## src/hw/rtl/ndf_pkg.sv

```systemverilog
// Shared types, widths and helpers for the normal displacement falloff pipeline.
// No dependencies; every RTL module of the block imports this package.
package ndf_pkg;

    localparam int MAX_SMOOTH = 16;                     // largest falloff exponent
    localparam int IDX_W      = $clog2(MAX_SMOOTH + 1); // exponent / stage index width
    localparam int SMOOTH_W   = 5;
    localparam int POS_W      = 32;                     // Q16.16 coordinate
    localparam int NRM_W      = 16;                     // Q2.14 normal component
    localparam int DIST_W     = 31;                     // Q15.16 distance
    localparam int INVR_W     = 32;                     // Q8.24 reciprocal radius
    localparam int MOVE_W     = 32;                     // Q16.16 move amount
    localparam int ID_W       = 32;
    localparam int X_W        = 31;                     // Q1.30, 0..1.0
    localparam int X_FRAC     = 30;
    localparam int SCALE_SH   = 10;                     // Q15.16 * Q8.24 -> Q1.30
    localparam int NRM_FRAC   = 14;
    localparam int NP_W       = X_W + IDX_W;            // n * x^k
    localparam int F_W        = NP_W + 2;               // signed falloff sum
    localparam int B_W        = MOVE_W;                 // |f * move| magnitude
    localparam int D_W        = B_W + 1;                // |normal * b| magnitude

    localparam logic [X_W-1:0] ONE_Q30 = X_W'(1) << X_FRAC;

    // Vertex payload; members packed so that id sits in the lowest bits.
    typedef struct packed {
        logic [2:0][NRM_W-1:0] nrm;
        logic [2:0][POS_W-1:0] pos;
        logic [ID_W-1:0]       id;
    } vtx_t;

    // Result payload in bus order: id lowest, then x, y, z.
    typedef struct packed {
        logic [2:0][POS_W-1:0] pos_new;
        logic [ID_W-1:0]       id;
    } res_t;

    // Running powers of x through the power chain.
    typedef struct packed {
        logic [X_W-1:0] x;   // saturated scaled distance
        logic [X_W-1:0] pw;  // x^k at stage k
        logic [X_W-1:0] q;   // x^(n-1) once reached
        logic [X_W-1:0] p;   // x^n once reached
    } pw_t;

    // Settings used by the falloff and amplitude stages.
    typedef struct packed {
        logic              deflate;
        logic [IDX_W-1:0]  n_eff;
        logic [MOVE_W-1:0] move_amount;
    } falloff_cfg_t;

    // Clamp the programmed exponent into 2..MAX_SMOOTH.
    function automatic logic [IDX_W-1:0] eff_n(input logic [SMOOTH_W-1:0] s);
        logic [IDX_W-1:0] r;
        if (s < SMOOTH_W'(2))
            r = IDX_W'(2);
        else if (int'(s) > MAX_SMOOTH)
            r = IDX_W'(MAX_SMOOTH);
        else
            r = IDX_W'(s);
        return r;
    endfunction

endpackage

```

## src/hw/rtl/ndf_scale.sv

```systemverilog
// First pipeline stage: distance times reciprocal radius, saturated to 1.0 in Q1.30.
// Depends on ndf_pkg.
module ndf_scale
    import ndf_pkg::*;
(
    input  logic              clk,
    input  logic              rst_n,
    input  logic [IDX_W-1:0]  n_eff,
    input  logic [INVR_W-1:0] inverse_radius,
    input  logic              in_valid,
    output logic              in_ready,
    input  logic [DIST_W-1:0] distance,
    input  vtx_t              in_side,
    output logic              out_valid,
    input  logic              out_ready,
    output pw_t               out_pw,
    output vtx_t              out_side
);

    localparam int PROD_W = DIST_W + INVR_W;
    localparam int XRAW_W = PROD_W - SCALE_SH;

    logic [PROD_W-1:0] prod;
    logic [XRAW_W-1:0] x_raw;
    logic [X_W-1:0]    x;
    logic              valid_reg;
    pw_t               pw_reg;
    pw_t               pw_next;
    vtx_t              side_reg;

    assign prod  = PROD_W'(distance) * PROD_W'(inverse_radius);
    assign x_raw = prod[PROD_W-1:SCALE_SH];
    assign x     = (x_raw > XRAW_W'(ONE_Q30)) ? ONE_Q30 : x_raw[X_W-1:0];

    always_comb
    begin
        pw_next.x  = x;
        pw_next.pw = x;
        pw_next.q  = (n_eff == IDX_W'(2)) ? x : '0;
        pw_next.p  = '0;
    end

    assign in_ready = !valid_reg || out_ready;

    always_ff @(posedge clk or negedge rst_n)
    begin
        if (!rst_n)
            valid_reg <= 1'b0;
        else if (in_ready)
            valid_reg <= in_valid;
    end

    always_ff @(posedge clk)
    begin
        if (in_ready && in_valid)
        begin
            pw_reg   <= pw_next;
            side_reg <= in_side;
        end
    end

    assign out_valid = valid_reg;
    assign out_pw    = pw_reg;
    assign out_side  = side_reg;

endmodule

```

## config.mk

```make
export PLATFORM = sky130hd
export DESIGN_NAME = ndf_scale
export DESIGN_NICKNAME = d
export VERILOG_FILES = /design/src/hw/rtl/ndf_pkg.sv /design/src/hw/rtl/ndf_scale.sv
export SDC_FILE = /design/constraint.sdc
export NUM_CORES = 2
export LEC_CHECK = 0
export ABC_AREA = 1
export BUFFER_PORTS_ARGS = -buffer_cell sky130_fd_sc_hd__buf_2
export CORE_AREA = 2 2 298 300
export DETAILED_ROUTE_END_ITERATION = 10
export DIE_AREA = 0 0 300 302
export GPL_TIMING_DRIVEN = 0
export PLACE_DENSITY = 0.72
export SETUP_SLACK_MARGIN = 0.3
export SLEW_MARGIN = 20
export SYNTH_ARGS = -nofsm -noshare
export SYNTH_HDL_FRONTEND = slang
export SYNTH_SLANG_ARGS = --single-unit
export TNS_END_PERCENT = 100
```

## constraint.sdc

```tcl
create_clock -name clk -period 12.65 [get_ports clk]
set_clock_uncertainty 0.1 [all_clocks]
set_input_delay 2.53 -clock clk [delete_from_list [all_inputs] [get_ports clk]]
set_output_delay 2.53 -clock clk [all_outputs]
set_load 0.05 [all_outputs]
```

* Word-level counts from Yosys, hierarchy flattened
Index checks and enable logic that the tools add are counted.
W data, S select, Z words.
** Cells by class
- Eq/ne operators :: 1
- Multiplexer cells :: 1
- Reductions and logical operators :: 3
- Order comparisons :: 1
- Multipliers :: 1
** Operators by type and width (count)
- $mul A31 B32 Y63 :: 1
- $gt A53 B31 Y1 const B :: 1
- $mux W31 :: 1
- $eq A5 B2 Y1 const B :: 1
- $logic_and A1 B1 Y1 :: 1
- $logic_not A1 Y1 :: 1
- $logic_or A1 B1 Y1 :: 1
** Storage, ports and cells
- Bits of input ports :: 248
- Bits in registers :: 239
- Output and inout bits :: 302
- Word-level logic and storage cells :: 17

* Longest topological paths before layout
- Word-level depth :: 3
- Depth in mapped cells :: 38
- Depth with buffers taken out :: 36

* Least setup slack after synthesis
OpenSTA, ideal clock, no wires.
- Kind :: input to register
- From :: in in_valid
- To :: reg pw_reg, in the netlist out_pw[31], enable pin
- Data arrival time :: 13.988 ns
- Stages :: 2
- Slack :: -2.352 ns
- Data required time :: 11.636 ns
- Buffers on the path :: 0
- Setup time :: 0.914 ns
- Path through :: inv_1 -> a21oi_1
** Between the ends
- Word-level cells in the longest chain between the ends :: 1
** Ends and longest elaborated chain
- start: declaration :: RTL line ndf_scale.sv:10 : input logic in_valid,
- $logic_and A1 B1 Y1 :: RTL line ndf_scale.sv:55 : if (in_ready && in_valid)
- end signal: assignment :: RTL line ndf_scale.sv:57 : pw_reg <= pw_next;
- end: declaration :: RTL line ndf_scale.sv:27 : pw_t pw_reg;
Every way passes these cells.
A chain may end at the register's enable or synchronous reset.

* Worst setup path in the final report
- From :: in inverse_radius[1]
- To :: reg pw_reg, in the netlist out_pw[56], data pin
** Between the ends
- Word-level cells in the longest chain between the ends :: 3
** Ends and longest elaborated chain
- start: declaration :: RTL line ndf_scale.sv:9 : input logic [INVR_W-1:0] inverse_radius,
- $mul A31 B32 Y63 * :: RTL line ndf_scale.sv:31 : assign prod = PROD_W'(distance) * PROD_W'(inverse_radius);
- $gt A53 B31 Y1 :: RTL line ndf_scale.sv:33 : assign x = (x_raw > XRAW_W'(ONE_Q30)) ? ONE_Q30 : x_raw[X_W-1:0];
- $mux W31 * :: RTL line ndf_scale.sv:33
Mark *: on every way between the ends. The rest lies on a longest branch, timed or not.

==> flow_metrics.tcl <==
set metrics [dict create \
    status "completed" \
    yosysSeqAreaShare_pct 16.9 \
    dr.pass1.iters 8 \
    async_reset_ff_share_pct 0.418 \
    fmax_mhz 89.1 \
    slowest_delay_ns 0.76 \
    preCtsSetupSlack_ns 1.16 \
    core_mm2 0.0876 \
    final_cell_mix "inv_1 (1,521), nand2_1 (1,466), fa_1 (865), buf_2 (521), ha_1 (253)" \
    synthCells 5080 \
    ys.flop_type "edfxtp_1" \
    row_count 109 \
    dieArea_mm2 0.0906 \
    die_w_um 300 \
    ios 550 \
    hp-class "reg2reg" \
    critPathMaxFanout 10 \
    mostFrequentLayoutCell "inv_1" \
    htreeDepth 1 \
    startpoint_type "input pin" \
    synth_area_leader_cell "fa_1" \
    cts_inserted_buffers 25 \
    rsz0062_at_grt "no" \
    fin_crit_sh_pct 88.7 \
    setup_viol 0 \
    drt_iter0_markers 4340 \
    crit_top_cell "fa_1" \
    slew_headroom_pct 16.0 \
    cts_root_buf "clkbuf_16" \
    gp_congestion 1.10 \
    grt_use_total_pct 39.6 \
    post_drt_wl_per_cell_um 26.0 \
    worstSetupPathType "in2reg" \
    fin_tns_setup_ns 0 \
    worstSkewPairLatency_ns 0.55 \
    hold_buffers 0 \
    netlist_area_mm2 0.0426 \
    hpwl_um 149000 \
    postCtsSetupBuffers 0 \
    ctsResizeCount 0 \
    yosysWarnings 0 \
    cts.path.max_buffers 3 \
    drive_gt1_share_pct 11.8 \
    syn_avg_cell_area_um2 8.38 \
    layout.cells.non_filler 6855 \
    initial_utilization_pct 48.6 \
    die_y_um 302 \
    synth_top_area_share_pct 40.7 \
    setup_slack_ns 1.43 \
    syn2layout_area_growth_pct 12.6 \
    synth_edf_count 238 \
    post-route-min-period_ns 11.22 \
    grt_antenna_before_repair 21 \
    ys_top_cells_by_area "fa_1 (41%), edfxtp_1 (17%), inv_1 (13%)" \
    ys_types 39 \
    clock-sinks 239 \
    slew_violations 0 \
    drv_cap 0 \
    vias 36500 \
    final_util_pct 54.7 \
    portBuffers 518 \
    grt_first_pass_wirelength_um 252000 \
    dp.cells 6805 \
    critPathRequiredTime_ns 12.95 \
    viasPerCell 5.33 \
    drc_errors 0 \
    grt_overflow 0 \
    clk_pin_slew_ns 0.06 \
    wl_um 178000 \
    ys_ff_latch 239 \
    crit_path_end_kind "flop" \
    nNetsFinal 7033 \
    cp.arrival_ns 11.52 \
    worst_pin_slew_ns 1.26 \
    final-hold-violation-count 0 \
    drtAntennaViolNets 0 \
    cts_tree "yes" \
    crit_slowest_cell "buf_1" \
    grt_max_degree 27 \
    grt_pass1_vias 36800 \
]
[metrics by stage]
step / area (µm²) / hold slack [ns]
floorplan: 42700 / 1.05
global placement: 46700 / 0.469
detailed placement: 47000 / 0.506
CTS: 47900 / 0.521
global route: 47900 / 0.565
finish: 47900 / 0.525
[critical path, delay by kind of cell]
| family | cells | cell delay, ns |
|---|---|---|
| adder cells (fa/ha/maj) | 9 | 4.47 |
| buffers and inverters | 5 | 1.83 |
| AND/OR/NAND/NOR | 15 | 2.64 |
[cell usage after synthesis (3+ instances only)]
| master | number |
|---|---|
| a21oi_1 | 72 |
| buf_1 | 4 |
| buf_2 | 3 |
| buf_4 | 65 |
| buf_6 | 6 |
| clkbuf_1 | 185 |
| edfxtp_1 | 238 |
| fa_1 | 865 |
| ha_1 | 253 |
| inv_1 | 1521 |
| nand2_1 | 1466 |
| nand2_2 | 11 |
| nand3_1 | 69 |
| nand3b_1 | 22 |
| nand4_1 | 44 |
| nor2_1 | 172 |
| nor2_2 | 6 |
| nor2_4 | 3 |
| nor3_1 | 11 |
| o21ai_0 | 23 |
| o21bai_1 | 10 |
| xnor2_1 | 5 |
| xor2_1 | 7 |
[worst paths after layout]
path	to	depth (start not counted)	slack (ns)	startpoint
setup / recovery	out_pw[56]	29	1.43	inverse_radius[1]
hold / removal	out_valid	2	0.52	out_valid
setup reg to reg	out_side[111]	7	10.17	out_valid
hold reg to reg	out_valid	2	0.52	out_valid
max in group asynchronous	out_valid	1	10.72	rst_n
min in group asynchronous	out_valid	1	1.64	rst_n
[cells by family (layout without fill, tap and decap cells)]
group | Yosys count | in the layout | share of synthesized area, %
simple gates | 1811 | 1811 | 16.9
compound gates | 114 | 114 | 1.45
buf+inv | 1785 | 2359 | 16.4
xor+xnor | 12 | 12 | 0.247
fa+ha+maj | 1118 | 1118 | 48.1
other cells | 1 | 37 | 0.00881
flops | 239 | 239 | 16.9
[routing by layer]
layer	wire, µm	share of wire [%]	vias up	GRT usage, %
li1	-	-	15500	-
met1	63600	36	18000	49.4
met2	76100	43	2426	58.9
met3	23700	13	548	13.3
met4	14200	8.0	28	25.6
met5	494	0.28	-	2.54
[flip-flops by register name, indices dropped and copies added, names as in the netlist]
register   cells
out_side     176
out_pw        62
out_valid      1
[final cells by class]
cell class                      count  area (µm²)
Timing Repair Buffer              530        2910
Tap cell                         1165        1460
Multi-Input combinational cell   3086       28500
Clock buffer                       31         648
Buffer                            263        1290
Fill cell                        8343       39700
Sequential cell                   239        7170
Inverter                         1522        5710
Clock inverter                     13         189
Antenna cell                        6        15.0
Power is left out: the tool's default activity adds up to more than one toggle a clock period on the data nets, which glitch-free logic cannot reach.
