File: src/hw/rtl/ndf_pkg.sv
// Shared types, widths and helpers for the normal displacement falloff pipeline.
// No dependencies; every RTL module of the block imports this package.
package ndf_pkg;

    localparam int MAX_SMOOTH = 16;                     // largest falloff exponent
    localparam int IDX_W      = $clog2(MAX_SMOOTH + 1); // exponent / stage index width
    localparam int SMOOTH_W   = 5;
    localparam int POS_W      = 32;                     // Q16.16 coordinate
    localparam int NRM_W      = 16;                     // Q2.14 normal component
    localparam int DIST_W     = 31;                     // Q15.16 distance
    localparam int INVR_W     = 32;                     // Q8.24 reciprocal radius
    localparam int MOVE_W     = 32;                     // Q16.16 move amount
    localparam int ID_W       = 32;
    localparam int X_W        = 31;                     // Q1.30, 0..1.0
    localparam int X_FRAC     = 30;
    localparam int SCALE_SH   = 10;                     // Q15.16 * Q8.24 -> Q1.30
    localparam int NRM_FRAC   = 14;
    localparam int NP_W       = X_W + IDX_W;            // n * x^k
    localparam int F_W        = NP_W + 2;               // signed falloff sum
    localparam int B_W        = MOVE_W;                 // |f * move| magnitude
    localparam int D_W        = B_W + 1;                // |normal * b| magnitude

    localparam logic [X_W-1:0] ONE_Q30 = X_W'(1) << X_FRAC;

    // Vertex payload; members packed so that id sits in the lowest bits.
    typedef struct packed {
        logic [2:0][NRM_W-1:0] nrm;
        logic [2:0][POS_W-1:0] pos;
        logic [ID_W-1:0]       id;
    } vtx_t;

    // Result payload in bus order: id lowest, then x, y, z.
    typedef struct packed {
        logic [2:0][POS_W-1:0] pos_new;
        logic [ID_W-1:0]       id;
    } res_t;

    // Running powers of x through the power chain.
    typedef struct packed {
        logic [X_W-1:0] x;   // saturated scaled distance
        logic [X_W-1:0] pw;  // x^k at stage k
        logic [X_W-1:0] q;   // x^(n-1) once reached
        logic [X_W-1:0] p;   // x^n once reached
    } pw_t;

    // Settings used by the falloff and amplitude stages.
    typedef struct packed {
        logic              deflate;
        logic [IDX_W-1:0]  n_eff;
        logic [MOVE_W-1:0] move_amount;
    } falloff_cfg_t;

    // Clamp the programmed exponent into 2..MAX_SMOOTH.
    function automatic logic [IDX_W-1:0] eff_n(input logic [SMOOTH_W-1:0] s);
        logic [IDX_W-1:0] r;
        if (s < SMOOTH_W'(2))
            r = IDX_W'(2);
        else if (int'(s) > MAX_SMOOTH)
            r = IDX_W'(MAX_SMOOTH);
        else
            r = IDX_W'(s);
        return r;
    endfunction

endpackage

File: src/hw/rtl/ndf_power.sv
// One link of the power chain: x^k = (x^(k-1) * x) >> 30, capturing x^(n-1) and x^n.
// Depends on ndf_pkg.
module ndf_power
    import ndf_pkg::*;
(
    input  logic             clk,
    input  logic             rst_n,
    input  logic [IDX_W-1:0] stage_k,
    input  logic [IDX_W-1:0] n_eff,
    input  logic             in_valid,
    output logic             in_ready,
    input  pw_t              in_pw,
    input  vtx_t             in_side,
    output logic             out_valid,
    input  logic             out_ready,
    output pw_t              out_pw,
    output vtx_t             out_side
);

    localparam int PROD_W = 2 * X_W;

    logic [PROD_W-1:0] prod;
    logic [X_W-1:0]    pw_k;
    logic              valid_reg;
    pw_t               pw_reg;
    pw_t               pw_next;
    vtx_t              side_reg;

    // Both factors stay at or below 1.0, so the shifted product fits in Q1.30.
    assign prod = PROD_W'(in_pw.pw) * PROD_W'(in_pw.x);
    assign pw_k = prod[X_FRAC +: X_W];

    always_comb
    begin
        pw_next.x  = in_pw.x;
        pw_next.pw = pw_k;
        pw_next.q  = (stage_k == n_eff - IDX_W'(1)) ? pw_k : in_pw.q;
        pw_next.p  = (stage_k == n_eff) ? pw_k : in_pw.p;
    end

    assign in_ready = !valid_reg || out_ready;

    always_ff @(posedge clk or negedge rst_n)
    begin
        if (!rst_n)
            valid_reg <= 1'b0;
        else if (in_ready)
            valid_reg <= in_valid;
    end

    always_ff @(posedge clk)
    begin
        if (in_ready && in_valid)
        begin
            pw_reg   <= pw_next;
            side_reg <= in_side;
        end
    end

    assign out_valid = valid_reg;
    assign out_pw    = pw_reg;
    assign out_side  = side_reg;

`ifndef NO_ASSERTIONS
    // Powers of a value at most 1.0 never grow past the base.
    a_pow_bounded: assert property (@(posedge clk) disable iff (!rst_n)
        valid_reg |-> (pw_reg.pw <= pw_reg.x))
        else $error("power exceeds its base");
`endif

endmodule

File: config.mk
export PLATFORM = sky130hd
export DESIGN_NAME = ndf_power
export DESIGN_NICKNAME = d
export VERILOG_FILES = /design/src/hw/rtl/ndf_pkg.sv /design/src/hw/rtl/ndf_power.sv
export SDC_FILE = /design/constraint.sdc
export NUM_CORES = 2
export LEC_CHECK = 0
export BUFFER_PORTS_ARGS = -buffer_cell sky130_fd_sc_hd__clkbuf_2
export CAP_MARGIN = 20
export CORE_UTILIZATION = 60
export CTS_CLUSTER_SIZE = 12
export DETAILED_ROUTE_END_ITERATION = 6
export GPL_TIMING_DRIVEN = 1
export PLACE_DENSITY_LB_ADDON = 0.08
export SETUP_SLACK_MARGIN = 0.02
export SLEW_MARGIN = 20
export SYNTH_ARGS = -nofsm -noshare
export SYNTH_HDL_FRONTEND = slang
export SYNTH_SLANG_ARGS = --single-unit
File: constraint.sdc
create_clock -name clk -period 9.4 [get_ports clk]
set_input_delay 1.88 -clock clk [delete_from_list [all_inputs] [get_ports clk]]
set_output_delay 1.88 -clock clk [all_outputs]
set_load 0.01 [all_outputs]
# Yosys cells after proc, flatten, opt, wreduce, memory -nomap -nowiden

Index checks and enable logic that the tools add are counted.

Register bits after elaboration: 301
Word-level logic and storage cells: 21
Input port bits: 314
Output and inout port bits: 302

Multiplexer cells: 2
Add/subtract/negate cells: 1
Reduce and logical (&&, ||, !) cells: 3
Equality and inequality tests: 2
$mul: 1

Operators with widths:

| kind                                                                | number |
|---|---|
| 31-bit two-way mux                                                  | 2 |
| 31-bit by 31-bit multiplier with 61-bit output                      | 1 |
| 5-bit equality test                                                 | 2 |
| 5-bit by 1-bit subtractor with 5-bit output (second input constant) | 1 |
| 1-bit logical AND                                                   | 1 |
| 1-bit logical NOT                                                   | 1 |
| 1-bit logical OR                                                    | 1 |

# Longest topological paths before layout

Depth after elaboration: 3
Depth in mapped cells: 28
Mapped depth without buffers: 27

# Least setup slack after synthesis

Ideal clock, no wire load.

Path type: input -> register
Start: input out_ready
End: register pw_reg, in the netlist out_pw[0], enable pin
Cell stages on the path: 2
Required time: 8.699 ns
Setup slack: -0.210 ns
Data arrival time: 8.909 ns
Cell sequence: nand2b_1 -> and2_1

Longest elaborated chain between the ends: 2

RTL lines:

| what                 | line            | text |
|---|---|---|
| start, declared      | ndf_power.sv:15 | `input logic out_ready,` |
| 1-bit logical OR     | ndf_power.sv:41 | `assign in_ready = !valid_reg \|\| out_ready;` |
| 1-bit logical AND    | ndf_power.sv:53 | `if (in_ready && in_valid)` |
| end signal, assigned | ndf_power.sv:55 | `pw_reg <= pw_next;` |
| end, declared        | ndf_power.sv:25 | `pw_t pw_reg;` |

Every way passes these cells.
A chain may end at the register's enable or synchronous reset.

# Final worst setup path

Start: input in_pw[106] in the netlist's numbering
End: register pw_reg, in the netlist out_pw[87] (data pin)

Longest elaborated chain between the ends: 1

RTL lines:

| what                                           | line            | text |
|---|---|---|
| start, declared                                | ndf_power.sv:12 | `input pw_t in_pw,` |
| 31-bit by 31-bit multiplier with 61-bit output | ndf_power.sv:30 | `assign prod = PROD_W'(in_pw.pw) * PROD_W'(in_pw.x);` |
| named net prod[55]                             | ndf_power.sv:22 | `logic [PROD_W-1:0] prod;` |

The timed path passes the listed nets, and every way through them passes these cells.

==> results.tsv <==
metric	value	unit
port_buffers	615	
synth_xor_area_frac	0.00939	
cts_made_buffers	34	
crit_top_cell	fa_1	
cpMaxStageDelayCell	fa_1	
routed_via_density	5.56	
async_flop_share	0.00332	
h-tree-depth	2	
path_class	primary input to flip-flop	
synth-compound-area-share	0.0350	
critPathMaxStageDelay	620	ps
finalCriticalPeriod	9030	ps
dieHeight	264	microns
postPlaceCellArea	45700	sq um
outcome	complete, but fails checks	
grt.busiest_layer	met2	
setup_violations	0	
cts_tree	yes	
antenna_found_initial	23	
synth_simple_gate_area_share	0.146	
netlist_instances	3911	
first_pass_iters	7	
ys_ff_latch	301	
maxCapViolations	0	
start_util	0.609	
met1_usage	0.439	
fin_nets	5908	
synth_edf_count	300	
start_kind	primary input	
hold_violations	0	
core_area	67400	sq um
grt_pass1_vias	32321	
period_share	0.960	
area_delta_synth_final	14.1	%
endpoint_kind	flip-flop	
clockBufferDepth	3	
skew	27.4	ps
hold_class	flip-flop to flip-flop	
cts_sinks	301	
required	9680	ps
drt_iter0_drc	2183	
finalInstanceArea	46800	sq um
synth.avg_cell_area	10.5	sq um
slew_headroom	0.311	
dpl_worst_slack	-99.5	ps
cts_hold_buf	0	
synth_flop_cell	edfxtp_1	
grt_remaining_overflow	0	
cpLargestDelayFamily	adder cells	
layout-drive-gt1-share	0.194	
dp.final_hpwl	108000	microns
grt_max_degree	155	
rsz0062_at_grt	no	
crit_fanout	15	
worst_pin_slew	1030	ps
path_cells	clkbuf_2, and2_1, fa_1, fa_1, inv_1, fa_1, fa_1, inv_1, fa_1, fa_1, fa_1, inv_1, fa_1, inv_1, ha_1, a21oi_1, o22ai_1, o21ai_1, o211ai_1, o21ai_2, nor2_1, a221o_1, or2_1, xor2_1	
worst-path-buf-inv	5	
clkLatencyLatePin	580	ps
gr-usage-met2	0.642	
die_w	264	microns
muxShareOfSynthArea	0.0127	
postRouteWirelength	128000	microns
critPathArrivalTime	9310	ps
grt_pass1_wl	197000	microns
timing.fmax	111	MHz
fp.dieArea	69400	sq um
post_cts_resized	0	
ys_seq_area_frac	0.220	
timing.final.ws_setup	373	ps
grt_use_met3	0.0962	
gp_congestion	1.01	
route.vias.total	30145	
clockRootBuffer	clkbuf_16	
synth_top_family_by_area	adder cells	
syn_area	41000	sq um
violations	DRC	
grtUsageTotal	0.387	
io_pins	616	
core.rowCount	95	
cts.clk_slew.worst_paths	60	ps
synth_cell_type_count	66	
post_cts_buffers	0	
fin_tns_setup	0	ps
synth-warning-count	0	
ant_nets	0	
drt-wirelength-per-cell	23.5	microns
yosys.area_share.adder	0.483	
syn_nets	5307	
drc	19	
slew_violations	0	
## layer usage
metal | vias up | share of wire
li1 | 13010 | -
met1 | 15320 | 0.34
met2 | 1411 | 0.50
met3 | 394 | 0.086
met4 | 10 | 0.080
met5 | - | 0.00053
## stage by stage
step / hold WS (ps) / utilization / instances
detailed placement: 792 / 0.679 / 5349
global placement: 801 / 0.679 / 5349
global route: 804 / 0.694 / 5407
floorplan: 622 / - / 3911
finish: 812 / 0.695 / 5423
CTS: 806 / 0.694 / 5404
## synth_stat cells, types with 3 or more instances
cell,count,area [sq um]
fa_1,835,16700
inv_1,815,3060
nand2_1,531,1990
and2_1,528,3300
edfxtp_1,300,9010
ha_1,247,3090
clkbuf_1,200,751
a21oi_1,72,360
nor2_1,43,161
mux2_2,41,462
o21ai_0,36,180
xnor2_1,30,263
nand4_1,27,169
a21o_1,26,195
nand3_1,20,100
nor3_1,18,90.1
xor2_1,14,123
buf_2,11,55.1
o21bai_1,11,82.6
o21ai_1,10,50.1
o211ai_1,7,52.6
o21a_1,7,52.6
mux2i_1,6,60.1
a31oi_1,5,31.3
o2111ai_1,5,43.8
nand2b_1,4,25.0
o31ai_1,4,30.0
a21boi_0,3,22.5
## state kept, by name, indices dropped and copies added, names as in the netlist
| register | cells |
|---|---|
| out_side | 176 |
| out_pw | 124 |
| out_valid | 1 |
## worst reg2reg max path: cells and delay by family, from the launching register on
kind | cells | cell delay [ps]
flops | 1 | 370
buf+inv | 1 | 850
simple gates | 2 | 1220
## final timing paths
check,start,endpoint,slack (ps),cells after the start
max,in_pw[106],out_pw[87],370,24
min,out_valid,out_valid,810,2
max reg2reg,out_valid,out_pw[113],6480,3
min reg2reg,out_valid,out_valid,810,2
max in group asynchronous,rst_n,out_valid,8210,1
min in group asynchronous,rst_n,out_valid,1100,1
## logic make-up after synthesis
family,after synthesis
flops,301
mux,47
simple gates,1188
fa+ha+maj,1082
compound gates,220
xor+xnor,44
buf+inv,1029
## cell usage in the layout (no fill, tap or decap), types with 3 or more instances in the layout
cell and count:
ha_1 247, a31oi_1 5, xor2_1 14, mux2_2 41, clkinv_2 4, clkbuf_16 35, xnor2_1 30, o21bai_1 11
o21a_1 7, a21boi_0 3, nor3_1 18, fa_1 835, clkinv_1 6, nand2b_1 4, and2_1 527, nand2_1 531
a21oi_1 72, o211ai_1 7, clkbuf_1 5, a21o_1 26, o2111ai_1 5, buf_4 153, mux2i_1 6, o21ai_1 10
inv_1 815, buf_12 10, edfxtp_1 300, nor2_1 43, nand3_1 19, o31ai_1 4, diode_2 19, clkbuf_2 615
o21ai_0 36, nand4_1 27
## area by class of cell
class	count	area, sq um
Sequential cell	301	9030
Tap cell	873	1090
Clock inverter	15	144
Inverter	816	3060
Antenna cell	19	47.5
Timing Repair Buffer	778	4430
Multi-Input combinational cell	2581	28100
Clock buffer	40	895
Fill cell	5263	20600
Power is not shown: default switching activity piles up to over one toggle a cycle in this logic, so the estimate is an artifact.
