--- src/hw/rtl/ndf_pkg.sv ---
// Shared types, widths and helpers for the normal displacement falloff pipeline.
// No dependencies; every RTL module of the block imports this package.
package ndf_pkg;

    localparam int MAX_SMOOTH = 16;                     // largest falloff exponent
    localparam int IDX_W      = $clog2(MAX_SMOOTH + 1); // exponent / stage index width
    localparam int SMOOTH_W   = 5;
    localparam int POS_W      = 32;                     // Q16.16 coordinate
    localparam int NRM_W      = 16;                     // Q2.14 normal component
    localparam int DIST_W     = 31;                     // Q15.16 distance
    localparam int INVR_W     = 32;                     // Q8.24 reciprocal radius
    localparam int MOVE_W     = 32;                     // Q16.16 move amount
    localparam int ID_W       = 32;
    localparam int X_W        = 31;                     // Q1.30, 0..1.0
    localparam int X_FRAC     = 30;
    localparam int SCALE_SH   = 10;                     // Q15.16 * Q8.24 -> Q1.30
    localparam int NRM_FRAC   = 14;
    localparam int NP_W       = X_W + IDX_W;            // n * x^k
    localparam int F_W        = NP_W + 2;               // signed falloff sum
    localparam int B_W        = MOVE_W;                 // |f * move| magnitude
    localparam int D_W        = B_W + 1;                // |normal * b| magnitude

    localparam logic [X_W-1:0] ONE_Q30 = X_W'(1) << X_FRAC;

    // Vertex payload; members packed so that id sits in the lowest bits.
    typedef struct packed {
        logic [2:0][NRM_W-1:0] nrm;
        logic [2:0][POS_W-1:0] pos;
        logic [ID_W-1:0]       id;
    } vtx_t;

    // Result payload in bus order: id lowest, then x, y, z.
    typedef struct packed {
        logic [2:0][POS_W-1:0] pos_new;
        logic [ID_W-1:0]       id;
    } res_t;

    // Running powers of x through the power chain.
    typedef struct packed {
        logic [X_W-1:0] x;   // saturated scaled distance
        logic [X_W-1:0] pw;  // x^k at stage k
        logic [X_W-1:0] q;   // x^(n-1) once reached
        logic [X_W-1:0] p;   // x^n once reached
    } pw_t;

    // Settings used by the falloff and amplitude stages.
    typedef struct packed {
        logic              deflate;
        logic [IDX_W-1:0]  n_eff;
        logic [MOVE_W-1:0] move_amount;
    } falloff_cfg_t;

    // Clamp the programmed exponent into 2..MAX_SMOOTH.
    function automatic logic [IDX_W-1:0] eff_n(input logic [SMOOTH_W-1:0] s);
        logic [IDX_W-1:0] r;
        if (s < SMOOTH_W'(2))
            r = IDX_W'(2);
        else if (int'(s) > MAX_SMOOTH)
            r = IDX_W'(MAX_SMOOTH);
        else
            r = IDX_W'(s);
        return r;
    endfunction

endpackage

--- src/hw/rtl/ndf_displace.sv ---
// Per-axis displacement along the normal and saturating add to the position.
// Two register stages; depends on ndf_pkg.
module ndf_displace
    import ndf_pkg::*;
(
    input  logic           clk,
    input  logic           rst_n,
    input  logic           in_valid,
    output logic           in_ready,
    input  logic [B_W-1:0] in_bmag,
    input  logic           in_bneg,
    input  vtx_t           in_side,
    output logic           out_valid,
    input  logic           out_ready,
    output res_t           out_res
);

    localparam int DPROD_W = NRM_W + B_W;
    localparam int SUM_W   = D_W + 2;
    localparam logic [POS_W-1:0] POS_MAX = {1'b0, {(POS_W-1){1'b1}}};
    localparam logic [POS_W-1:0] POS_MIN = {1'b1, {(POS_W-1){1'b0}}};

    logic [2:0][NRM_W-1:0]   n_abs;
    logic [2:0][DPROD_W-1:0] d_prod;
    logic [2:0][D_W-1:0]     dmag_reg;
    logic [2:0]              dneg_reg;
    logic [2:0][POS_W-1:0]   pos1_reg;
    logic [ID_W-1:0]         id1_reg;
    logic                    v1_reg;
    logic                    rdy1;
    logic [2:0][SUM_W-1:0]   d_sig;
    logic [2:0][SUM_W-1:0]   sum;
    res_t                    res_next;
    res_t                    res_reg;
    logic                    v2_reg;
    logic                    rdy2;

    always_comb
    begin
        for (int a = 0; a < 3; a++)
        begin
            n_abs[a]  = in_side.nrm[a][NRM_W-1] ? (~in_side.nrm[a] + NRM_W'(1))
                                                : in_side.nrm[a];
            d_prod[a] = DPROD_W'(n_abs[a]) * DPROD_W'(in_bmag);
        end
    end

    always_comb
    begin
        res_next.id = id1_reg;
        for (int a = 0; a < 3; a++)
        begin
            d_sig[a] = dneg_reg[a] ? (~SUM_W'(dmag_reg[a]) + SUM_W'(1))
                                   : SUM_W'(dmag_reg[a]);
            sum[a]   = {{(SUM_W-POS_W){pos1_reg[a][POS_W-1]}}, pos1_reg[a]} + d_sig[a];
            // Overflow when the bits above the coordinate disagree with its sign.
            if (sum[a][SUM_W-1:POS_W-1] == '0 || sum[a][SUM_W-1:POS_W-1] == '1)
                res_next.pos_new[a] = sum[a][POS_W-1:0];
            else
                res_next.pos_new[a] = sum[a][SUM_W-1] ? POS_MIN : POS_MAX;
        end
    end

    assign rdy2     = !v2_reg || out_ready;
    assign rdy1     = !v1_reg || rdy2;
    assign in_ready = rdy1;

    always_ff @(posedge clk or negedge rst_n)
    begin
        if (!rst_n)
        begin
            v1_reg <= 1'b0;
            v2_reg <= 1'b0;
        end
        else
        begin
            if (rdy1)
                v1_reg <= in_valid;
            if (rdy2)
                v2_reg <= v1_reg;
        end
    end

    always_ff @(posedge clk)
    begin
        if (rdy1 && in_valid)
        begin
            for (int a = 0; a < 3; a++)
            begin
                dmag_reg[a] <= d_prod[a][NRM_FRAC +: D_W];
                dneg_reg[a] <= in_side.nrm[a][NRM_W-1] ^ in_bneg;
            end
            pos1_reg <= in_side.pos;
            id1_reg  <= in_side.id;
        end
        if (rdy2 && v1_reg)
            res_reg <= res_next;
    end

    assign out_valid = v2_reg;
    assign out_res   = res_reg;

endmodule

--- config.mk ---
export PLATFORM = sky130hd
export DESIGN_NAME = ndf_displace
export DESIGN_NICKNAME = d
export VERILOG_FILES = /design/src/hw/rtl/ndf_pkg.sv /design/src/hw/rtl/ndf_displace.sv
export SDC_FILE = /design/constraint.sdc
export NUM_CORES = 2
export LEC_CHECK = 0
export ABC_AREA = 0
export BUFFER_PORTS_ARGS = -buffer_cell sky130_fd_sc_hd__buf_4
export CORE_MARGIN = 2
export CORE_UTILIZATION = 46
export DETAILED_ROUTE_END_ITERATION = 7
export SYNTH_ARGS = -nofsm -noshare
export SYNTH_HDL_FRONTEND = slang
export SYNTH_SLANG_ARGS = --single-unit
--- constraint.sdc ---
create_clock -name clk -period 9.2 [get_ports clk]
set_clock_uncertainty 0.2 [all_clocks]
set_input_delay 1.38 -clock clk [delete_from_list [all_inputs] [get_ports clk]]
set_output_delay 1.38 -clock clk [all_outputs]
set_load 0.1 [all_outputs]
---- After elaboration in Yosys (flattened, before gate mapping) ----
Index checks and enable logic that the tools add are counted.
word-level totals
  word-level logic and storage cells ...... 62
  bits of input ports ..................... 213
  output and inout bits ................... 130
  register bits after elaboration ......... 360
operators by class
  muxes and demuxes ....................... 12
  multipliers ............................. 3
  bitwise gates (word level) .............. 9
  add/sub/neg operators ................... 9
  reduce and logical (&&, ||, !) cells .... 12
  eq/ne operators ......................... 3
operators by type and width
  cell                   count
  $mux 32                6
  $mul 16x32->47         3
  $add 35x1->35 const B  3
  $add 35x35->35         3
  $mux 35                3
  $not 33->35            3
  $add 16x1->16 const B  3
  $mux 16                3
  $not 16->16            3
  $eq 4x4->1 const B     3
  $logic_not 4->1        3
  $logic_or 1x1->1       5
  $xor 1x1->1            3
  $logic_and 1x1->1      2
  $logic_not 1->1        2

---- Logic depth before layout (Yosys ltp) ----
  word-level depth ........................ 7
  mapped depth ............................ 34
  depth with buffers taken out ............ 31

---- Worst setup path before layout ----
No wires, ideal clock.
  path kind ............................... input port to flip-flop
  start point ............................. in in_side[144] in the netlist's numbering
  end point ............................... reg dmag_reg[60] in the netlist's numbering (data pin)
  stages on the path ...................... 31
  slack ................................... -0.402 ns
  required time ........................... 8.735 ns
  setup time .............................. 0.265 ns
  data arrival time ....................... 9.137 ns
  cell sequence ........................... clkbuf_1 clkbuf_1 inv_1 ha_1 or3b_2 or3_1 or4_1 o41ai_1 xnor2_1 clkbuf_1 nand2_1 fa_1 fa_1 inv_1 fa_1 fa_1 fa_1 inv_1 fa_1 inv_1 ha_1 nand2_1 o211ai_1 a31oi_1 a211o_1 and3_1 o21ai_0 a21boi_0 o21a_1 o21ai_0 xor2_1
RTL lines
  element                         RTL line            text
  start: declaration              ndf_displace.sv:12  input vtx_t in_side,
  end signal: indexed assignment  ndf_displace.sv:90  dmag_reg[a] <= d_prod[a][NRM_FRAC +: D_W];
  end: declaration                ndf_displace.sv:25  logic [2:0][D_W-1:0] dmag_reg;

==> flow_summary.toml <==
[route]
routedWlPerCell_um = 18.3
finalWirelength_mm = 176
drtIter0Drc = 2417
vias = 50296
route.detailed.drc = 0
viasPerCell = 5.23
drtAntennaViolNets = 0
drt-pass1-iter-count = 5

[worst_setup_path]
path_depth = 29
crit_family = "adder cells"
worstSetupPathType = "input port to flip-flop"
critPathMaxStageDelay_ns = 0.52
critPathLaunchType = "input port"
cp.arrival_ns = 9.03
crit_slowest_cell = "fa_1"
required_ns = 9.35
cp_common_cell = "fa_1"
path_max_fanout = 19
crit_buf_inv = 5
r2r_cells = 20
cp-end-kind = "flip-flop"

[final_layout]
largest_register_ffs = 128
n_fill_cell = 13464
drive_gt1_share_pct = 11.3
final_area_mm2 = 0.0753
syn_to_final_growth_pct = 12.3
nNetsFinal = 9563

[global_route]
grt_use_total_pct = 24.2
grt_max_degree = 128
grt-ovfl-total = 0
grt_pass1_vias = 53193
grt_pass1_wl_mm = 285
antenna_found_initial = 6

[min_path]
hold_class = "flip-flop to flip-flop"
whs_path_depth = 0

[synth]
avgSynthCellArea_um2 = 9.20
syn_area_mm2 = 0.0670
ys_types = 80
synth_fp_nets = 9197
synthArstFlopShare_pct = 0.556
ys_seq_area_share_pct = 16.1
yosys_register_bits = 360
yosys_warnings = 0
synth_edf_count = 358
synth_ff_type = "edfxtp_1"
synthCells = 7286

[clock_tree]
clk_latency_ns = 0.62
cts_root_buffer = "clkbuf_16"
clk_path_buf_depth = 3
numCtsBuffers = 45
path_clk_slew_ns = 0.06
cts_tree = "yes"
cts_htree_levels = 2
cts.sinks = 360

[floorplan]
io_pins = 343
die_h_um = 386
dieArea_mm2 = 0.149
start_util_pct = 46.1
floorplan.rows = 140
die_width_um = 386
core-area_mm2 = 0.145

[timing]
final_hold_viol_count = 0
fmax_ghz = 0.113
fin_crit_ns = 8.88
drv_slew = 0
rsz0062_at_grt = "false"
worst_slew_pin_slew_ns = 1.05
timing.final.crit_share_pct = 96.5
setup_viol = 0
slew_headroom_pct = 29.9

[place]
placed_area_mm2 = 0.0737
portBuffers = 342
gp_congestion = 0.900
detailed_place_hpwl_mm = 142

[flow_run]
maxCapViolCount = 0

[status]
run_status = "completed"
[routing by layer]
layer	part of all wire (%)	up-vias	GRT usage [%]
li1	-	23104	-
met1	42	25812	31.6
met2	51	1151	42.7
met3	4.6	229	2.28
met4	2.9	0	7.01
met5	0	-	0
[cells in the mapped netlist (all sizes together) (24+ instances only)]
library cell	count	area (um2)
inv	1555	5840
fa	1251	25000
nand2	1240	4650
and2	466	2920
ha	447	5590
clkbuf	362	1360
edfxtp	358	10800
xnor2	259	2270
o21ai	224	1170
a21oi	200	1000
nor2	127	477
a21o	109	818
xor2	75	657
nand3	49	245
o31ai	47	367
nor3	39	206
o21a	32	240
nand2b	31	194
a31oi	30	188
nand4	29	181
o21bai	29	218
or3	29	191
a211oi	28	215
o41ai	25	226
and3	24	150
[area by class of cell]
cell class | count | area [um2] | share of cell area [%]
Tap cell | 1917 | 2400 | 3.19
Clock inverter | 25 | 256 | 0.341
Timing Repair Buffer | 689 | 5360 | 7.12
Antenna cell | 6 | 15.0 | 0.0199
Sequential cell | 360 | 10800 | 14.3
Multi-Input combinational cell | 5001 | 49400 | 65.6
Inverter | 1555 | 5840 | 7.75
Clock buffer | 55 | 1190 | 1.59
[cell families after synthesis]
kind of cell    synth area share [%]
fa+ha+maj                       45.7
flops                           16.1
xor+xnor                        4.37
simple gates                    14.9
mux                           0.0952
buf+inv                         10.8
compound gates                  7.97
[timing repair]
item / 4_1_cts / 5_1_grt
buffers inserted: 0 / 2
hold buffers: 0 / 0
endpoints found under the setup margin: 0 / 18
gates resized for setup: 0 / 24
[through the flow]
step           TNS [ns]  cells  utilization (%)  worst slack (ns)  hold slack [ns]
2_1_floorplan         0   7286                -           0.00644            0.200
3_3_place_gp      -5.62   9518             50.7            -0.420            0.200
3_5_place_dp      -7.61   9518             50.7            -0.509            0.205
4_1_cts               0   9598             51.7             0.130            0.217
5_1_grt               0   9607             51.8            0.0320            0.219
6_report              0   9608             51.8             0.322            0.215
[path summary, 6_finish.rpt]
path	startpoint	end	slack (ns)
worst max-delay path	in_side[146]	dmag_reg[63]$_DFFE_PP_	0.32
worst min-delay path	id1_reg[25]$_DFFE_PP_	out_res[25]$_DFFE_PP_	0.22
worst max register to register	dmag_reg[66]$_DFFE_PP_	out_res[122]$_DFFE_PP_	2.77
worst min register to register	id1_reg[25]$_DFFE_PP_	out_res[25]$_DFFE_PP_	0.22
max in group asynchronous	rst_n	out_valid$_DFFE_PN0P_	8.38
min in group asynchronous	rst_n	v1_reg$_DFFE_PN0N_	0.34
[layout by cell type (no fill, tap or decap), drive strengths merged, types with 49 or more instances in the layout]
master  instances
clkbuf         55
buf           689
nand2        1240
nor2          127
a21oi         200
a21o          109
nand3          49
xnor2         260
inv          1562
fa           1251
xor2           75
edfxtp        358
and2          466
ha            447
o21ai         224
Power is left out: the tool's default activity adds up to more than one toggle a clock period on the data nets, which glitch-free logic cannot reach.
