==> src/hw/rtl/ndf_pkg.sv <==
// Shared types, widths and helpers for the normal displacement falloff pipeline.
// No dependencies; every RTL module of the block imports this package.
package ndf_pkg;

    localparam int MAX_SMOOTH = 16;                     // largest falloff exponent
    localparam int IDX_W      = $clog2(MAX_SMOOTH + 1); // exponent / stage index width
    localparam int SMOOTH_W   = 5;
    localparam int POS_W      = 32;                     // Q16.16 coordinate
    localparam int NRM_W      = 16;                     // Q2.14 normal component
    localparam int DIST_W     = 31;                     // Q15.16 distance
    localparam int INVR_W     = 32;                     // Q8.24 reciprocal radius
    localparam int MOVE_W     = 32;                     // Q16.16 move amount
    localparam int ID_W       = 32;
    localparam int X_W        = 31;                     // Q1.30, 0..1.0
    localparam int X_FRAC     = 30;
    localparam int SCALE_SH   = 10;                     // Q15.16 * Q8.24 -> Q1.30
    localparam int NRM_FRAC   = 14;
    localparam int NP_W       = X_W + IDX_W;            // n * x^k
    localparam int F_W        = NP_W + 2;               // signed falloff sum
    localparam int B_W        = MOVE_W;                 // |f * move| magnitude
    localparam int D_W        = B_W + 1;                // |normal * b| magnitude

    localparam logic [X_W-1:0] ONE_Q30 = X_W'(1) << X_FRAC;

    // Vertex payload; members packed so that id sits in the lowest bits.
    typedef struct packed {
        logic [2:0][NRM_W-1:0] nrm;
        logic [2:0][POS_W-1:0] pos;
        logic [ID_W-1:0]       id;
    } vtx_t;

    // Result payload in bus order: id lowest, then x, y, z.
    typedef struct packed {
        logic [2:0][POS_W-1:0] pos_new;
        logic [ID_W-1:0]       id;
    } res_t;

    // Running powers of x through the power chain.
    typedef struct packed {
        logic [X_W-1:0] x;   // saturated scaled distance
        logic [X_W-1:0] pw;  // x^k at stage k
        logic [X_W-1:0] q;   // x^(n-1) once reached
        logic [X_W-1:0] p;   // x^n once reached
    } pw_t;

    // Settings used by the falloff and amplitude stages.
    typedef struct packed {
        logic              deflate;
        logic [IDX_W-1:0]  n_eff;
        logic [MOVE_W-1:0] move_amount;
    } falloff_cfg_t;

    // Clamp the programmed exponent into 2..MAX_SMOOTH.
    function automatic logic [IDX_W-1:0] eff_n(input logic [SMOOTH_W-1:0] s);
        logic [IDX_W-1:0] r;
        if (s < SMOOTH_W'(2))
            r = IDX_W'(2);
        else if (int'(s) > MAX_SMOOTH)
            r = IDX_W'(MAX_SMOOTH);
        else
            r = IDX_W'(s);
        return r;
    endfunction

endpackage

==> src/hw/rtl/ndf_falloff.sv <==
// Falloff polynomial (n-1)x^n - n x^(n-1) + 1, clamped, then scaled by the move amount.
// Three register stages; depends on ndf_pkg.
module ndf_falloff
    import ndf_pkg::*;
(
    input  logic         clk,
    input  logic         rst_n,
    input  falloff_cfg_t cfg,
    input  logic         in_valid,
    output logic         in_ready,
    input  pw_t          in_pw,
    input  vtx_t         in_side,
    output logic         out_valid,
    input  logic         out_ready,
    output logic [B_W-1:0] out_bmag,
    output logic         out_bneg,
    output vtx_t         out_side
);

    localparam int BPROD_W = X_W + MOVE_W;

    // stage 1: weighted powers
    logic [NP_W-1:0]    np_next;
    logic [NP_W-1:0]    nq_next;
    logic [NP_W-1:0]    np_reg;
    logic [NP_W-1:0]    nq_reg;
    vtx_t               side1_reg;
    logic               v1_reg;
    logic               rdy1;
    // stage 2: clamped falloff
    logic signed [F_W-1:0] f_sum;
    logic [X_W-1:0]     f_next;
    logic [X_W-1:0]     f_reg;
    vtx_t               side2_reg;
    logic               v2_reg;
    logic               rdy2;
    // stage 3: signed amplitude
    logic [MOVE_W-1:0]  m_abs;
    logic [BPROD_W-1:0] b_prod;
    logic [B_W-1:0]     bmag_reg;
    logic               bneg_reg;
    vtx_t               side3_reg;
    logic               v3_reg;
    logic               rdy3;

    assign np_next = NP_W'(cfg.n_eff - IDX_W'(1)) * NP_W'(in_pw.p);
    assign nq_next = NP_W'(cfg.n_eff) * NP_W'(in_pw.q);

    assign f_sum = $signed({2'b00, np_reg}) - $signed({2'b00, nq_reg})
                 + $signed(F_W'(ONE_Q30));

    always_comb
    begin
        priority if (f_sum[F_W-1])
            f_next = '0;
        else if (f_sum > $signed(F_W'(ONE_Q30)))
            f_next = ONE_Q30;
        else
            f_next = f_sum[X_W-1:0];
    end

    // Magnitude times magnitude truncates toward zero; the sign rides alongside.
    assign m_abs  = cfg.move_amount[MOVE_W-1] ? (~cfg.move_amount + MOVE_W'(1))
                                              : cfg.move_amount;
    assign b_prod = BPROD_W'(f_reg) * BPROD_W'(m_abs);

    assign rdy3     = !v3_reg || out_ready;
    assign rdy2     = !v2_reg || rdy3;
    assign rdy1     = !v1_reg || rdy2;
    assign in_ready = rdy1;

    always_ff @(posedge clk or negedge rst_n)
    begin
        if (!rst_n)
        begin
            v1_reg <= 1'b0;
            v2_reg <= 1'b0;
            v3_reg <= 1'b0;
        end
        else
        begin
            if (rdy1)
                v1_reg <= in_valid;
            if (rdy2)
                v2_reg <= v1_reg;
            if (rdy3)
                v3_reg <= v2_reg;
        end
    end

    always_ff @(posedge clk)
    begin
        if (rdy1 && in_valid)
        begin
            np_reg    <= np_next;
            nq_reg    <= nq_next;
            side1_reg <= in_side;
        end
        if (rdy2 && v1_reg)
        begin
            f_reg     <= f_next;
            side2_reg <= side1_reg;
        end
        if (rdy3 && v2_reg)
        begin
            bmag_reg  <= b_prod[X_FRAC +: B_W];
            bneg_reg  <= cfg.move_amount[MOVE_W-1] ^ cfg.deflate;
            side3_reg <= side2_reg;
        end
    end

    assign out_valid = v3_reg;
    assign out_bmag  = bmag_reg;
    assign out_bneg  = bneg_reg;
    assign out_side  = side3_reg;

`ifndef NO_ASSERTIONS
    a_falloff_range: assert property (@(posedge clk) disable iff (!rst_n)
        v2_reg |-> (f_reg <= ONE_Q30))
        else $error("falloff outside 0..1.0");

    // With f at most 1.0 the amplitude cannot pass the largest move magnitude.
    a_amp_range: assert property (@(posedge clk) disable iff (!rst_n)
        v3_reg |-> (bmag_reg <= (B_W'(1) << (MOVE_W - 1))))
        else $error("amplitude magnitude out of range");
`endif

endmodule

==> config.mk <==
export PLATFORM = sky130hd
export DESIGN_NAME = ndf_falloff
export DESIGN_NICKNAME = d
export VERILOG_FILES = /design/src/hw/rtl/ndf_pkg.sv /design/src/hw/rtl/ndf_falloff.sv
export SDC_FILE = /design/constraint.sdc
export NUM_CORES = 2
export LEC_CHECK = 0
export BUFFER_PORTS_ARGS = -buffer_cell sky130_fd_sc_hd__buf_2
export CORE_MARGIN = 2
export CORE_UTILIZATION = 45
export DETAILED_ROUTE_END_ITERATION = 7
export PLACE_DENSITY = 0.77
export SLEW_MARGIN = 30
export SYNTH_ARGS = -nofsm -noshare
export SYNTH_HDL_FRONTEND = slang
export SYNTH_SLANG_ARGS = --single-unit
==> constraint.sdc <==
create_clock -name clk -period 7.3 [get_ports clk]
set_clock_uncertainty 0.15 [all_clocks]
set_input_delay 1.095 -clock clk [delete_from_list [all_inputs] [get_ports clk]]
set_output_delay 1.095 -clock clk [all_outputs]
set_load 0.02 [all_outputs]
## Word-level counts from Yosys, hierarchy flattened

Index checks and enable logic that the tools add are counted.

- Bits of input ports: 342
- Register bits after elaboration: 667
- Logic and storage cells: 52

- Reduce and logical (&&, ||, !) cells: 10
- Muxes and demuxes: 2
- Bitwise gates (word level): 2
- $mul: 3
- Magnitude comparators: 1
- Add/sub/neg operators: 4

Operator list:

| cell | number |
|---|---|
| $mul 31x32->62 | 1 |
| $add 37x32->38 const B | 1 |
| $gt 38x32->1 const B | 1 |
| $sub 36x36->37 | 1 |
| $mul 5x31->36 | 1 |
| $mul 6x32->36 | 1 |
| $add 32x1->32 const B | 1 |
| $mux 32 | 1 |
| $not 32->32 | 1 |
| $mux 31 | 1 |
| $sub 5x1->6 const B | 1 |
| $logic_and 1x1->1 | 3 |
| $logic_not 1->1 | 3 |
| $logic_or 1x1->1 | 3 |
| $reduce_or 2->1 | 1 |
| $xor 1x1->1 | 1 |

## Logic depth before layout (Yosys ltp)

- Word-level depth: 5
- Mapped depth: 38

## Least setup slack after synthesis

No wires, ideal clock.

- Path kind: input to register
- Start: input cfg[0] (netlist name)
- End: register bmag_reg[29], in the netlist out_bmag[29], data pin
- Buffers on the path: 2
- Cell stages on the path: 35
- Setup slack: -2938 ps
- Arrival: 9823 ps
- Cell sequence: clkbuf_1 inv_1 ha_1 nand2b_1 or4_1 or2_2 or2_2 o31ai_1 xnor2_1 clkbuf_1 and2_1 fa_1 fa_1 inv_1 fa_1 fa_1 inv_1 fa_1 fa_1 fa_1 inv_1 fa_1 inv_1 ha_1 o21ai_0 o21ai_0 nand4b_1 o21ai_0 o21ba_2 o21ai_1 o21ai_0 o311ai_1 a21oi_1 o21ai_0 xor2_1

- Longest elaborated chain between the ends: 4

RTL lines:

| item | line | source |
|---|---|---|
| from (decl) | ndf_falloff.sv:8 | `input falloff_cfg_t cfg,` |
| $not 32->32 | ndf_falloff.sv:63 | `assign m_abs = cfg.move_amount[MOVE_W-1] ? (~cfg.move_amount + MOVE_W'(1))` |
| $add 32x1->32 | ndf_falloff.sv:63 |  |
| $mux 32 (*) | ndf_falloff.sv:63 |  |
| $mul 31x32->62 (*) | ndf_falloff.sv:65 | `assign b_prod = BPROD_W'(f_reg) * BPROD_W'(m_abs);` |
| net b_prod[59] | ndf_falloff.sv:39 | `logic [BPROD_W-1:0] b_prod;` |
| to (signal assigned) | ndf_falloff.sv:106 | `bmag_reg <= b_prod[X_FRAC +: B_W];` |
| to (decl) | ndf_falloff.sv:40 | `logic [B_W-1:0] bmag_reg;` |

The timed path passes the listed nets; every way through them passes the cells marked *.
A chain may end at the register's enable or synchronous reset.

## Worst setup path after layout

- Start: input cfg[8] (netlist name)
- End: register bmag_reg[28], in the netlist out_bmag[28], data pin

Same word-level chain as after synthesis.

==> impl_results.rst <==
.. list-table::
   :header-rows: 1

   * - Metric
     - Value
   * - Worst slew margin relative to its limit
     - between 30 and 40%
   * - Data arrival time at the worst-slack endpoint
     - 9.75 ns
   * - Die outline area
     - 145,000 um2
   * - Number of DRC markers after the initial detailed-route iteration
     - between 3,000 and 4,000
   * - Htree depth
     - 3
   * - Design area
     - between 70,000 and 80,000 um2
   * - Category of the worst setup path capture point
     - flop
   * - Final count of negative-setup-slack endpoints
     - 32
   * - Via count
     - between 40,000 and 50,000
   * - Setup ws final
     - -2.21 ns
   * - CTS tree
     - done
   * - Total global routing track utilization
     - 23.3%
   * - Xor and xnor area share after synthesis
     - 2.23%
   * - Number of distinct library cell variants in the gate-level netlist after synthesis
     - just under 90
   * - Gpl congestion
     - 1.08
   * - Critical Path Most Common Cell
     - sky130_fd_sc_hd__fa_1
   * - Number of I/O port buffers
     - 490
   * - Area overhead of the layout relative to synthesis
     - 17.1%
   * - DIE WIDTH
     - between 300 and 400 um
   * - Insertion delay to the later sink of the worst-skew pair
     - 0.65 ns
   * - Crit path launch type
     - input pin
   * - Result of the run
     - finished, violations left
   * - Number of violations of the max-capacitance limit
     - 0
   * - Top_reg_cell synth
     - sky130_fd_sc_hd__edfxtp_1
   * - I/O pin cnt
     - 553
   * - Detailed Routing Iterations Pass 1
     - 8
   * - Synthesized instance count
     - roughly 5,600
   * - Compound-Gate Fraction of Synth Area
     - 4.33%
   * - Via count of the first global-routing pass
     - 47,100
   * - Worst slack, placed
     - -3.23 ns
   * - Global-route wire length before repair
     - 264,000 um
   * - Routed WL per cell
     - 20.2 um
   * - Post-synthesis sequential area ratio
     - 31.3%
   * - Multiplexer share of the synthesized area
     - 0.0490%
   * - Vias per std cell
     - 5.22
   * - Count of endpoints failing hold in the final timing report
     - 0
   * - Cts bufs inserted
     - 71
   * - Number of placement rows
     - 138
   * - Initial antenna violation count
     - 37
   * - Sinks on Clock Net
     - 667
   * - Minimum period implied by the final worst setup slack
     - 9.51 ns
   * - CP Class
     - input pin to flop
   * - Total core area
     - 141,000 um2
   * - Filler cell count
     - around 12,000
   * - CTS clock-pin slew for the worst setup and hold paths
     - 0.06 ns
   * - Synthesized area per cell
     - 11.3 um2
   * - Fmax achieved
     - 105 MHz
   * - Violated checks
     - negative setup slack
   * - Share of Yosys cell area claimed by the top area cell type
     - 33.5%
   * - Root Buffer
     - sky130_fd_sc_hd__clkbuf_16
   * - Number of synthesized flops with an enable pin
     - 664
   * - Total of flip-flops plus latches after synthesis
     - 667
   * - Total wire length after detailed routing
     - 168,000 um
   * - Worst slew pin tran
     - 0.998 ns
   * - Top area cells in the synthesized netlist
     - sky130_fd_sc_hd__fa_1 33%, sky130_fd_sc_hd__edfxtp_1 31%, sky130_fd_sc_hd__ha_1 7.9%, sky130_fd_sc_hd__and2_1 6.1%, sky130_fd_sc_hd__inv_1 6.0%
   * - Antenna-violating nets left
     - 0
   * - Die Span Y
     - ~380 um
   * - Largest net degree at the start of global routing
     - 167
   * - Yosys warning total
     - 0
   * - Unrepaired setup endpoints after global routing
     - true
   * - Cts hold-fix bufs
     - 0
   * - Class of the worst hold path
     - input pin to async pin
   * - Longest individual stage delay on the worst path
     - 0.56 ns
   * - Portion of the clock cycle consumed by the worst path in the final layout
     - 130%
   * - Required time reported for the critical path endpoint
     - between 7 and 8 ns
   * - Starting density of the core
     - 45.2%
   * - CP max stage cell
     - sky130_fd_sc_hd__or4_4
   * - Detailed Place HPWL
     - approximately 140,000 um
   * - Fraction of the mapped netlist area in adder cells
     - 41.4%
   * - Area share of and/or/nand/nor cells after synthesis
     - 13.2%
   * - DRC violation count after routing
     - 0
   * - Final max-slew violation count
     - 0
   * - Share of post-route cells with drive strength above 1
     - 18.4%
   * - Synth Cell Area
     - roughly 64,000 um2
   * - Proportion of synthesized flip-flops having asynchronous set or reset
     - less than 1%
   * - Maximum fanout count along the critical path
     - 7
   * - Main combinational cell family by area after synthesis
     - adder cells
   * - Area leader, netlist
     - sky130_fd_sc_hd__fa_1
   * - Global route total overflow
     - 0
   * - Placed standard-cell area
     - 71,900 um2
   * - Net count of the mapped netlist
     - 7,459
   * - CTS Buffer Depth
     - 3
   * - Post-layout nets
     - 8,178
==> worst max-delay path, delay by kind of cell <==
family,cells,cell delay [ns]
XOR/XNOR,2,0.23
AO/OA/AOI/OAI,10,1.79
adder cells (fa/ha/maj),9,4.34
buffers and inverters,5,0.49
AND/OR/NAND/NOR,8,1.76
==> final cells by class <==
cell class              count  area, um2  area share, %
repair buffers            888       6170           8.24
inverters                1024       3850           5.14
clock buffers              82       1820           2.43
well taps                1890       2360           3.16
diodes                      7       17.5         0.0234
multi-input cells        3712      40100           53.6
clock inverters            46        498          0.665
flip-flops and latches    667      20000           26.7
==> metal layers <==
metal / share of wire (%) / track usage, %
met1: 39 / 30.1
met2: 48 / 38.7
met3: 9.7 / 6.42
met4: 2.7 / 6.43
met5: 0.11 / 0
==> cell usage after synthesis (4+ instances only) <==
library cell	count
sky130_fd_sc_hd__fa_1	1069
sky130_fd_sc_hd__inv_1	1023
sky130_fd_sc_hd__nand2_1	719
sky130_fd_sc_hd__edfxtp_1	664
sky130_fd_sc_hd__and2_1	618
sky130_fd_sc_hd__ha_1	403
sky130_fd_sc_hd__clkbuf_1	231
sky130_fd_sc_hd__xnor2_1	115
sky130_fd_sc_hd__a21oi_1	104
sky130_fd_sc_hd__nor2_1	81
sky130_fd_sc_hd__nand2b_1	79
sky130_fd_sc_hd__o21ai_0	73
sky130_fd_sc_hd__a21o_1	58
sky130_fd_sc_hd__xor2_1	48
sky130_fd_sc_hd__nand3_1	32
sky130_fd_sc_hd__nor2b_1	25
sky130_fd_sc_hd__o21a_1	25
sky130_fd_sc_hd__nand4_1	24
sky130_fd_sc_hd__nor3_1	23
sky130_fd_sc_hd__o21bai_1	22
sky130_fd_sc_hd__a31oi_1	13
sky130_fd_sc_hd__a21oi_2	12
sky130_fd_sc_hd__o211ai_1	12
sky130_fd_sc_hd__or3_1	11
sky130_fd_sc_hd__or4_1	11
sky130_fd_sc_hd__a211oi_1	10
sky130_fd_sc_hd__and3_1	10
sky130_fd_sc_hd__o31ai_1	9
sky130_fd_sc_hd__o31a_1	7
sky130_fd_sc_hd__or2_2	6
sky130_fd_sc_hd__a31o_2	5
sky130_fd_sc_hd__buf_2	5
sky130_fd_sc_hd__nor4_1	5
sky130_fd_sc_hd__a21boi_0	4
sky130_fd_sc_hd__and4_1	4
sky130_fd_sc_hd__o21ai_1	4
==> stage by stage <==
stage | util (%) | TNS (ns) | hold WS, ns | std cells
after floorplan | - | -62.42 | 0.250 | 5645
after global placement | 50.9 | -85.86 | 0.251 | 8166
after detailed placement | 50.9 | -91.09 | 0.255 | 8166
after CTS | 52.8 | -60.50 | 0.0706 | 8303
after global routing | 53.0 | -68.90 | 0.0876 | 8314
final | 53.0 | -61.63 | 0.104 | 8316
==> final timing paths <==
kind / startpoint / end / slack (ns) / cells after the start
setup / recovery: cfg[8] / out_bmag[28] / -2.21 / 34
max in group asynchronous: rst_n / v1_reg / 6.78 / 1
hold / removal: rst_n / v2_reg / 0.10 / 1
hold reg to reg: side1_reg[146] / side2_reg[146] / 0.26 / 0
min in group clk: side1_reg[146] / side2_reg[146] / 0.26 / 0
setup reg to reg: f_reg[5] / out_bmag[28] / -0.55 / 25
==> logic make-up (layout without fill, tap and decap cells) <==
logic type	count (synthesis)	after routing
flip-flops	667	667
other	0	7
buffers and inverters	1266	2040
multiplexers	3	3
XOR/XNOR	163	163
AND/OR/NAND/NOR	1667	1667
adder cells (fa/ha/maj)	1472	1472
AO/OA/AOI/OAI	407	407
==> cell usage in the layout (no fill, tap or decap), drive strengths merged, types with 82 or more instances in the layout <==
cell       n
a21oi    116
and2     618
buf      886
clkbuf    84
edfxtp   664
fa      1069
ha       403
inv     1030
nand2    719
nor2      82
xnor2    115
==> repair_timing <==
item | 4_1_cts | 5_1_grt
resized for setup | 62 | 33
endpoints found under the setup margin | 32 | 32
pin swaps | 29 | 35
gates cloned | 0 | 2
setup buffers | 11 | 2
Power is left out: the tool's default activity adds up to more than one toggle a clock period on the data nets, which glitch-free logic cannot reach.
